<file path="config.mk">
export PLATFORM = sky130hd
export DESIGN_NAME = slope_zero_crossing_peak_finder_core
export DESIGN_NICKNAME = d
export VERILOG_FILES = /design/src/hw/rtl/szcpf_pkg.sv /design/src/hw/rtl/slope_zero_crossing_peak_finder_core.sv /design/src/hw/rtl/szcpf_addsub.sv
export SDC_FILE = /design/constraint.sdc
export NUM_CORES = 2
export LEC_CHECK = 0
export BUFFER_PORTS_ARGS = -buffer_cell sky130_fd_sc_hd__buf_4
export CELL_PAD_IN_SITES_DETAIL_PLACEMENT = 0
export CELL_PAD_IN_SITES_GLOBAL_PLACEMENT = 2
export CORE_AREA = 2 2 303 305
export DETAILED_ROUTE_END_ITERATION = 10
export DIE_AREA = 0 0 305 307
export MAX_ROUTING_LAYER = met4
export PLACE_DENSITY = 0.8
export SETUP_SLACK_MARGIN = 0.5
export SYNTH_ARGS = -nofsm -noshare
export SYNTH_HDL_FRONTEND = slang
export SYNTH_SLANG_ARGS = --single-unit
</file>
<file path="constraint.sdc">
create_clock -name clk -period 16.04 [get_ports clk]
set_clock_uncertainty 0.1 [all_clocks]
set_input_delay 0.802 -clock clk [delete_from_list [all_inputs] [get_ports clk]]
set_output_delay 0.802 -clock clk [all_outputs]
set_load 0.02 [all_outputs]
</file>
<file path="src/hw/rtl/szcpf_pkg.sv">
package szcpf_pkg;

	// fixed field widths
	localparam int SAMPLE_W  = 16;
	localparam int MINR_W    = 16;
	localparam int POS_W     = 24;
	localparam int FRAC_BITS = 8;
	localparam int DATA_W    = 32;
	localparam int ADDR_W    = 3;

	// register map, index taken from paddr above the byte offset
	localparam logic REG_MIN_RADIUS = 1'b0;

	// shared add/subtract unit operation
	typedef enum logic {
		UNIT_ADD = 1'b0,
		UNIT_SUB = 1'b1
	} unit_op_t;

endpackage

</file>
<file path="src/hw/rtl/slope_zero_crossing_peak_finder_core.sv">
// channel   direction  signals
// config    in/out     psel penable pwrite paddr pwdata prdata pready (APB, min_radius at 0x0)
// item      in         item_valid item_ready sample last
// result    out        result_valid result_ready peak_position peak_found end_of_profile
//                      too_short
//
// an item is taken while the core idles; once a full window is held past min_radius the slope sum
// steps through all 2*HALF_WINDOW+1 taps on the shared adder, then a scan state follows
// a finished crossing adds a multiply state and a restoring divide loop on the same adder,
// then a result state; the divide loop dominates
// reset clears control and profile state; min_radius resets to zero
// item_ready stays low while an item is in work or its result waits for the output register
module slope_zero_crossing_peak_finder_core #(
	parameter int HALF_WINDOW = 7,
	parameter int MAX_SAMPLES = 65536
) (
	input  logic                             clk,
	input  logic                             arst_n,
	input  logic                             psel,
	input  logic                             penable,
	input  logic                             pwrite,
	input  logic [szcpf_pkg::ADDR_W-1:0]     paddr,
	input  logic [szcpf_pkg::DATA_W-1:0]     pwdata,
	output logic [szcpf_pkg::DATA_W-1:0]     prdata,
	output logic                             pready,
	input  logic                             item_valid,
	output logic                             item_ready,
	input  logic [szcpf_pkg::SAMPLE_W-1:0]   sample,
	input  logic                             last,
	output logic                             result_valid,
	input  logic                             result_ready,
	output logic [szcpf_pkg::POS_W-1:0]      peak_position,
	output logic                             peak_found,
	output logic                             end_of_profile,
	output logic                             too_short
);

	localparam int WIN     = 2 * HALF_WINDOW + 1;
	localparam int KW      = $clog2(WIN);
	localparam int MAXSUM  = ((1 << szcpf_pkg::SAMPLE_W) - 1) * HALF_WINDOW * (HALF_WINDOW + 1) / 2;
	localparam int SW      = $clog2(MAXSUM + 1) + 1;
	localparam int UW      = SW + 2;
	localparam int IW      = $clog2(MAX_SAMPLES);
	localparam int CNTW    = $clog2(MAX_SAMPLES + 1);
	localparam int QW      = IW + szcpf_pkg::FRAC_BITS;
	localparam int DCW     = $clog2(QW);
	localparam int PW      = IW + SW - 1;
	localparam int LIMW    = (CNTW > szcpf_pkg::MINR_W ? CNTW : szcpf_pkg::MINR_W) + 1;
	localparam int TW      = szcpf_pkg::SAMPLE_W + KW + 2;

	typedef enum logic [5:0] {
		ST_IDLE   = 6'b000001,
		ST_SLOPE  = 6'b000010,
		ST_SCAN   = 6'b000100,
		ST_MUL    = 6'b001000,
		ST_DIV    = 6'b010000,
		ST_FINISH = 6'b100000
	} state_t;

	state_t                            state_q;
	logic [szcpf_pkg::MINR_W-1:0]      minr_q;
	logic [szcpf_pkg::SAMPLE_W-1:0]    win_q [WIN];
	logic [CNTW-1:0]                   count_q;
	logic signed [SW-1:0]              prev_q;
	logic                              prev_valid_q;
	logic                              seek_q;
	logic [IW-1:0]                     start_q;
	logic signed [SW-1:0]              sslope_q;
	logic [IW-1:0]                     centre_q;
	logic [KW-1:0]                     k_q;
	logic signed [SW-1:0]              acc_q;
	logic [IW-1:0]                     span_q;
	logic [SW-1:0]                     den_q;
	logic [SW-1:0]                     rem_q;
	logic [QW-1:0]                     lo_q;
	logic [DCW-1:0]                    step_q;
	logic                              end_q;
	logic                              short_q;

	logic                              res_valid_q;
	logic [szcpf_pkg::POS_W-1:0]       res_pos_q;
	logic                              res_found_q;
	logic                              res_end_q;
	logic                              res_short_q;

	// apb register access
	logic cfg_write;
	assign cfg_write = psel & penable & pwrite & pready &
		(paddr[szcpf_pkg::ADDR_W-1] == szcpf_pkg::REG_MIN_RADIUS);
	assign pready = 1'b1;

	always_comb begin
		prdata = '0;
		if (paddr[szcpf_pkg::ADDR_W-1] == szcpf_pkg::REG_MIN_RADIUS) begin
			prdata = szcpf_pkg::DATA_W'(minr_q);
		end
	end

	always_ff @(posedge clk or negedge arst_n) begin
		if (!arst_n) begin
			minr_q <= '0;
		end else if (cfg_write) begin
			minr_q <= pwdata[szcpf_pkg::MINR_W-1:0];
		end
	end

	// request acceptance and the conditions decided on entry
	logic                  accept;
	logic                  taken;
	logic [CNTW-1:0]       count_n;
	logic                  centre_ok;
	logic                  short_n;

	assign item_ready = (state_q == ST_IDLE);
	assign accept     = item_valid & item_ready;
	assign taken      = (count_q < CNTW'(MAX_SAMPLES));
	assign count_n    = count_q + CNTW'(taken);
	assign centre_ok  = (LIMW'(count_q) >= LIMW'(minr_q) + LIMW'(2 * HALF_WINDOW));
	assign short_n    = (LIMW'(count_n) < LIMW'(minr_q) + LIMW'(WIN));

	// one slope tap: (k - H) * window[k]
	logic signed [KW:0]    coef;
	logic signed [TW-1:0]  term;
	logic [SW-1:0]         term_sw;
	assign coef    = $signed({1'b0, k_q}) - $signed((KW + 1)'(HALF_WINDOW));
	assign term    = $signed({1'b0, win_q[k_q]}) * coef;
	assign term_sw = term[SW-1:0];

	// crossing tracking on the fresh slope
	logic signed [SW-1:0]  n_cur;
	logic                  start_cond;
	logic                  seek_n;
	logic [IW-1:0]         start_n;
	logic signed [SW-1:0]  sslope_n;
	logic                  finish;
	assign n_cur      = acc_q;
	assign start_cond = prev_valid_q & ~seek_q & (prev_q > 0) & (n_cur <= 0);
	assign seek_n     = seek_q | start_cond;
	assign start_n    = start_cond ? (centre_q - IW'(1)) : start_q;
	assign sslope_n   = start_cond ? prev_q : sslope_q;
	assign finish     = prev_valid_q & seek_n & (prev_q >= 0) & (n_cur < 0);

	// shared adder operand selection
	szcpf_pkg::unit_op_t unit_op;
	logic [UW-1:0]       unit_a;
	logic [UW-1:0]       unit_b;
	logic [UW-1:0]       unit_sum;

	always_comb begin
		case (state_q)
			ST_SLOPE: begin
				unit_op = szcpf_pkg::UNIT_ADD;
				unit_a  = {{2{acc_q[SW-1]}}, acc_q};
				unit_b  = {{2{term_sw[SW-1]}}, term_sw};
			end
			ST_SCAN: begin
				unit_op = szcpf_pkg::UNIT_SUB;
				unit_a  = {{2{sslope_n[SW-1]}}, sslope_n};
				unit_b  = {{2{n_cur[SW-1]}}, n_cur};
			end
			ST_DIV: begin
				unit_op = szcpf_pkg::UNIT_SUB;
				unit_a  = {1'b0, rem_q, lo_q[QW-1]};
				unit_b  = {2'b00, den_q};
			end
			default: begin
				unit_op = szcpf_pkg::UNIT_ADD;
				unit_a  = '0;
				unit_b  = '0;
			end
		endcase
	end

	szcpf_addsub #(
		.W (UW)
	) u_addsub (
		.op  (unit_op),
		.a   (unit_a),
		.b   (unit_b),
		.sum (unit_sum)
	);

	// span times start slope, fed to the divider
	logic [PW-1:0] prod;
	assign prod = PW'(span_q) * PW'(sslope_q[SW-2:0]);

	// interpolated position and result slot
	logic [QW-1:0]                 pos_q16;
	logic [szcpf_pkg::POS_W-1:0]   pos;
	logic                          pos_ok;
	logic                          slot_free;
	assign pos_q16   = {start_q, {szcpf_pkg::FRAC_BITS{1'b0}}} + lo_q;
	assign pos       = szcpf_pkg::POS_W'(pos_q16);
	assign pos_ok    = (pos >= {minr_q, {szcpf_pkg::FRAC_BITS{1'b0}}});
	assign slot_free = ~res_valid_q | result_ready;

	// sample window shift line
	always_ff @(posedge clk) begin
		if (accept && taken) begin
			for (int i = 0; i < WIN - 1; i++) begin
				win_q[i] <= win_q[i + 1];
			end
			win_q[WIN-1] <= sample;
		end
	end

	// sequencer and profile state
	always_ff @(posedge clk or negedge arst_n) begin
		if (!arst_n) begin
			state_q      <= ST_IDLE;
			count_q      <= '0;
			prev_q       <= '0;
			prev_valid_q <= 1'b0;
			seek_q       <= 1'b0;
			start_q      <= '0;
			sslope_q     <= '0;
			end_q        <= 1'b0;
			short_q      <= 1'b0;
			k_q          <= '0;
			step_q       <= '0;
		end else begin
			case (state_q)
				ST_IDLE: begin
					if (accept) begin
						if (last) begin
							short_q      <= short_n;
							end_q        <= 1'b1;
							count_q      <= '0;
							prev_q       <= '0;
							prev_valid_q <= 1'b0;
							seek_q       <= 1'b0;
							start_q      <= '0;
							sslope_q     <= '0;
							state_q      <= ST_FINISH;
						end else if (taken) begin
							count_q <= count_n;
							end_q   <= 1'b0;
							if (centre_ok) begin
								k_q     <= '0;
								state_q <= ST_SLOPE;
							end
						end
					end
				end
				ST_SLOPE: begin
					k_q <= k_q + KW'(1);
					if (k_q == KW'(WIN - 1)) begin
						state_q <= ST_SCAN;
					end
				end
				ST_SCAN: begin
					prev_q       <= n_cur;
					prev_valid_q <= 1'b1;
					start_q      <= start_n;
					sslope_q     <= sslope_n;
					if (finish) begin
						seek_q  <= 1'b0;
						state_q <= ST_MUL;
					end else begin
						seek_q  <= seek_n;
						state_q <= ST_IDLE;
					end
				end
				ST_MUL: begin
					step_q  <= '0;
					state_q <= ST_DIV;
				end
				ST_DIV: begin
					step_q <= step_q + DCW'(1);
					if (step_q == DCW'(QW - 1)) begin
						state_q <= ST_FINISH;
					end
				end
				ST_FINISH: begin
					if (end_q) begin
						if (slot_free) begin
							state_q <= ST_IDLE;
						end
					end else if (!pos_ok || slot_free) begin
						state_q <= ST_IDLE;
					end
				end
				default: begin
					state_q <= ST_IDLE;
				end
			endcase
		end
	end

	// datapath registers of the slope and divide loops
	always_ff @(posedge clk) begin
		if (accept) begin
			centre_q <= IW'(count_q - CNTW'(HALF_WINDOW));
			acc_q    <= '0;
		end
		if (state_q == ST_SLOPE) begin
			acc_q <= unit_sum[SW-1:0];
		end
		if (state_q == ST_SCAN) begin
			span_q <= centre_q - start_n;
			den_q  <= unit_sum[SW-1:0];
		end
		if (state_q == ST_MUL) begin
			rem_q <= SW'(prod[PW-1:IW]);
			lo_q  <= {prod[IW-1:0], {szcpf_pkg::FRAC_BITS{1'b0}}};
		end
		// restoring divide step, quotient shifts in behind the dividend bits
		if (state_q == ST_DIV) begin
			if (!unit_sum[UW-1]) begin
				rem_q <= unit_sum[SW-1:0];
			end else begin
				rem_q <= {rem_q[SW-2:0], lo_q[QW-1]};
			end
			lo_q <= {lo_q[QW-2:0], ~unit_sum[UW-1]};
		end
	end

	// output register
	always_ff @(posedge clk or negedge arst_n) begin
		if (!arst_n) begin
			res_valid_q <= 1'b0;
		end else if (state_q == ST_FINISH && slot_free && (end_q || pos_ok)) begin
			res_valid_q <= 1'b1;
		end else if (result_ready) begin
			res_valid_q <= 1'b0;
		end
	end

	always_ff @(posedge clk) begin
		if (state_q == ST_FINISH && slot_free) begin
			if (end_q) begin
				res_pos_q   <= '0;
				res_found_q <= 1'b0;
				res_end_q   <= 1'b1;
				res_short_q <= short_q;
			end else begin
				res_pos_q   <= pos;
				res_found_q <= 1'b1;
				res_end_q   <= 1'b0;
				res_short_q <= 1'b0;
			end
		end
	end

	assign result_valid   = res_valid_q;
	assign peak_position  = res_pos_q;
	assign peak_found     = res_found_q;
	assign end_of_profile = res_end_q;
	assign too_short      = res_short_q;

endmodule

</file>
<file path="src/hw/rtl/szcpf_addsub.sv">
module szcpf_addsub #(
	parameter int W = 24
) (
	input  szcpf_pkg::unit_op_t op,
	input  logic [W-1:0]        a,
	input  logic [W-1:0]        b,
	output logic [W-1:0]        sum
);

	logic [W-1:0] b_eff;
	logic         cin;

	// two's complement subtract through inverted operand and carry in
	always_comb begin
		case (op)
			szcpf_pkg::UNIT_SUB: begin
				b_eff = ~b;
				cin   = 1'b1;
			end
			default: begin
				b_eff = b;
				cin   = 1'b0;
			end
		endcase
	end

	assign sum = a + b_eff + W'(cin);

endmodule
</file>
==> results.sh <==
export IMPL_critical_path_class="register to register"
export IMPL_cts_tree="built"
export IMPL_cp_max_fo=36
export IMPL_syn_to_final_growth_pct=8.68
export IMPL_synth_warnings=0
export IMPL_required_ns=16.27
export IMPL_start_kind="register"
export IMPL_grt_pass1_vias=26365
export IMPL_dieArea_um2=93600
export IMPL_gp_congestion=0.832
export IMPL_ioPinCount=121
export IMPL_avgSynthCellArea_um2=10.7
export IMPL_cts_reportedPaths_clkPinSlew_ns=0.06
export IMPL_ir_drop_mv=0.428
export IMPL_ant_nets=0
export IMPL_rows=111
export IMPL_synth_seq_cells=502
export IMPL_cp_top_family="adder cells"
export IMPL_path_common_cell="fa_1"
export IMPL_tightest_slew_ns=1.19
export IMPL_final_setup_tns_ns=0
export IMPL_crit_slowest_cell="and3_1"
export IMPL_status="completed"
export IMPL_synthFlopType="edfxtp_1"
export IMPL_p_leak_nw=17.7
export IMPL_drcViolationCount=0
export IMPL_cp_depth=29
export IMPL_drt_wl_total_um=96300
export IMPL_max_stage_delay_ns=0.87
export IMPL_wl_per_cell_um=20.0
export IMPL_crit_arrival_ns=10.51
export IMPL_vias=25499
export IMPL_drv_cap=0
export IMPL_drt_iter0_drc=1649
export IMPL_ys_seq_area_frac=0.376
export IMPL_async_flop_share=0.225
export IMPL_drive_above_1_share=0.0853
export IMPL_cts_hold_buffers=0
export IMPL_clk_latency_ns=0.65
export IMPL_num_nets_final=4225
export IMPL_cts_path_max_buffers=3
export IMPL_cts_resized_gates=0
export IMPL_synth_distinct_cells=82
export IMPL_fmax_mhz=97.2
export IMPL_slew_headroom=0.206
export IMPL_period_share=0.641
export IMPL_rsz0062_at_grt="false"
export IMPL_core_area_um2=90700
export IMPL_fp_dieW_um=305
export IMPL_die_y_um=307
export IMPL_post_route_util=0.462
export IMPL_via_per_inst=5.29
export IMPL_powerDensity_nw_per_um2=195
export IMPL_grt_max_degree=212
export IMPL_syn_area_um2=38600
export IMPL_grt_pass1_wl_um=155000
export IMPL_fin_crit_ns=10.29
export IMPL_hold_path_class="input port to asynchronous set/reset pin"
export IMPL_end_kind="register"
export IMPL_grt_usage=0.216
export IMPL_start_util=0.425
export IMPL_root_buffer="clkbuf_16"
export IMPL_cts_htree_levels=2
export IMPL_dr_pass1_iters=5
export IMPL_clock_sinks=502
export IMPL_diodes=0
export IMPL_antenna_found_initial=1
export IMPL_dp_hpwl_um=70800
export IMPL_reg2regPathDepth=29
export IMPL_port_buffers=85
export IMPL_path_buf_inv=3
export IMPL_grt_ovfl_total=0
export IMPL_cts_inserted_buffers=52
export IMPL_post_cts_buffers=0
export IMPL_slew_violations=0
export IMPL_hold_viol=0
export IMPL_synth_cells=3597
export IMPL_synth_edff_count=389
export IMPL_setup_viol=0
-- worst register-to-register path: cells and delay by family (launching register included) --
family / cells / cell delay (ns)
AOI/OAI and AO/OA: 9 / 1.67
DFF: 1 / 0.86
muxes: 1 / 0.30
adders and majority gates: 6 / 3.15
and+or+nand+nor: 9 / 2.44
buffers and inverters: 3 / 1.21
xor gates and xnor gates: 1 / 0.26
-- logic make-up after synthesis --
kind of cell,share of synthesized area
other,0.000195
XOR/XNOR,0.0372
AND/OR/NAND/NOR,0.124
multiplexers,0.0512
AO/OA/AOI/OAI,0.0988
flip-flops,0.376
buffers and inverters,0.0658
adder cells (fa/ha/maj),0.247
-- final timing paths --
| path | slack [ns] | start | to |
|---|---|---|---|
| setup / recovery | 5.75 | k_q[0] | rem_q[5] |
| hold / removal | 0.01 | arst_n | sslope_q[19] |
| setup reg to reg | 5.75 | k_q[0] | rem_q[5] |
| hold reg to reg | 0.33 | win_q[9][9] | win_q[8][9] |
| max in group asynchronous | 14.49 | arst_n | minr_q[5] |
| min in group clk | 0.25 | sample[7] | win_q[14][7] |
-- synth_stat cells (15+ instances only) --
cell type / instances / area, µm²
nor4_1: 20 / 125
nor3_1: 35 / 175
nor2_1: 166 / 623
and2_1: 179 / 1120
o22ai_1: 16 / 100
nand3_1: 84 / 420
o211ai_1: 27 / 203
xor2_1: 50 / 438
o21ai_0: 167 / 836
edfxtp_1: 389 / 11700
mux4_2: 48 / 1080
mux2_2: 35 / 394
fa_1: 310 / 6210
nand2_1: 391 / 1470
o21a_1: 19 / 143
dfrtp_1: 112 / 2800
a21oi_1: 107 / 536
xnor2_1: 112 / 981
a21o_1: 51 / 383
a22o_1: 50 / 438
mux2i_1: 50 / 500
buf_4: 19 / 143
inv_1: 450 / 1690
ha_1: 264 / 3300
nor2b_1: 38 / 238
a22oi_1: 24 / 180
and3_1: 15 / 93.8
clkbuf_1: 161 / 604
o21bai_1: 17 / 128
nand2b_1: 17 / 106
-- flip-flops by register name, indices dropped and copies added (netlist names), 4 cells and up --
signal,count
win_q,240
lo_q,24
peak_position,24
acc_q,22
den_q,22
prev_q,22
rem_q,22
sslope_q,22
count_q,17
centre_q,16
minr_q,16
span_q,16
start_q,16
state_q,6
step_q,5
k_q,4
-- through the flow --
stage	hold WS (ns)	setup slack (ns)	cells	total power (W)	instance area, µm²
after floorplan	0.320	1.98	3612	0.00560	38600
after global placement	0.322	5.66	4724	0.00707	40200
after detailed placement	0.328	5.65	4724	0.00709	40200
after CTS	0.0203	5.58	4821	0.00833	41900
after global routing	0.0424	4.97	4821	0.00898	41900
final	0.0124	5.75	4821	0.00818	41900
-- report_power, final --
group	switching, W	internal [W]
clock network	0.000537	0.000662
registers	0.000181	0.00177
logic	0.00304	0.00200
total	0.00376	0.00443
-- final cells by class --
type / count / area [µm²]
multi-input cells: 2460 / 21600
well taps: 1186 / 1480
inverters: 451 / 1690
clock inverters: 30 / 292
flip-flops and latches: 502 / 14500
fillers: 8536 / 48800
repair buffers: 125 / 955
clock buffers: 67 / 1380
-- layer usage --
layer | GRT usage | routed length, µm | vias to the layer above | share of wire
li1 | - | - | 12202 | -
met5 | - | 0 | - | 0
met4 | 0.0374 | 1550 | 0 | 0.016
met2 | 0.340 | 44700 | 457 | 0.46
met3 | 0.0226 | 3780 | 99 | 0.039
met1 | 0.308 | 46300 | 12741 | 0.48
-- cell usage in the layout (no fill, tap or decap), types with 7 or more instances in the layout --
master / count
a22o_1: 50
a21o_1: 51
o21bai_1: 17
nor2b_1: 37
nand2_1: 391
o211ai_1: 27
clkinv_2: 9
conb_1: 17
xor2_1: 50
ha_1: 264
xnor2_1: 112
nand3b_1: 10
o41ai_1: 8
a221oi_1: 7
fa_1: 310
nand2b_1: 17
edfxtp_1: 389
dfrtp_1: 109
mux4_2: 48
or3_1: 8
o31ai_1: 11
mux2i_1: 50
a21oi_1: 107
nand3_1: 84
a22oi_1: 24
clkbuf_1: 13
nor3_1: 35
mux2_2: 35
o22ai_1: 16
and3_1: 15
nand4_1: 14
nor2_1: 164
buf_4: 123
clkinv_1: 11
nor4_1: 20
o21ai_0: 167
clkbuf_16: 52
inv_1: 449
o21a_1: 19
and2_1: 178
(Power assumes the default switching activity.)
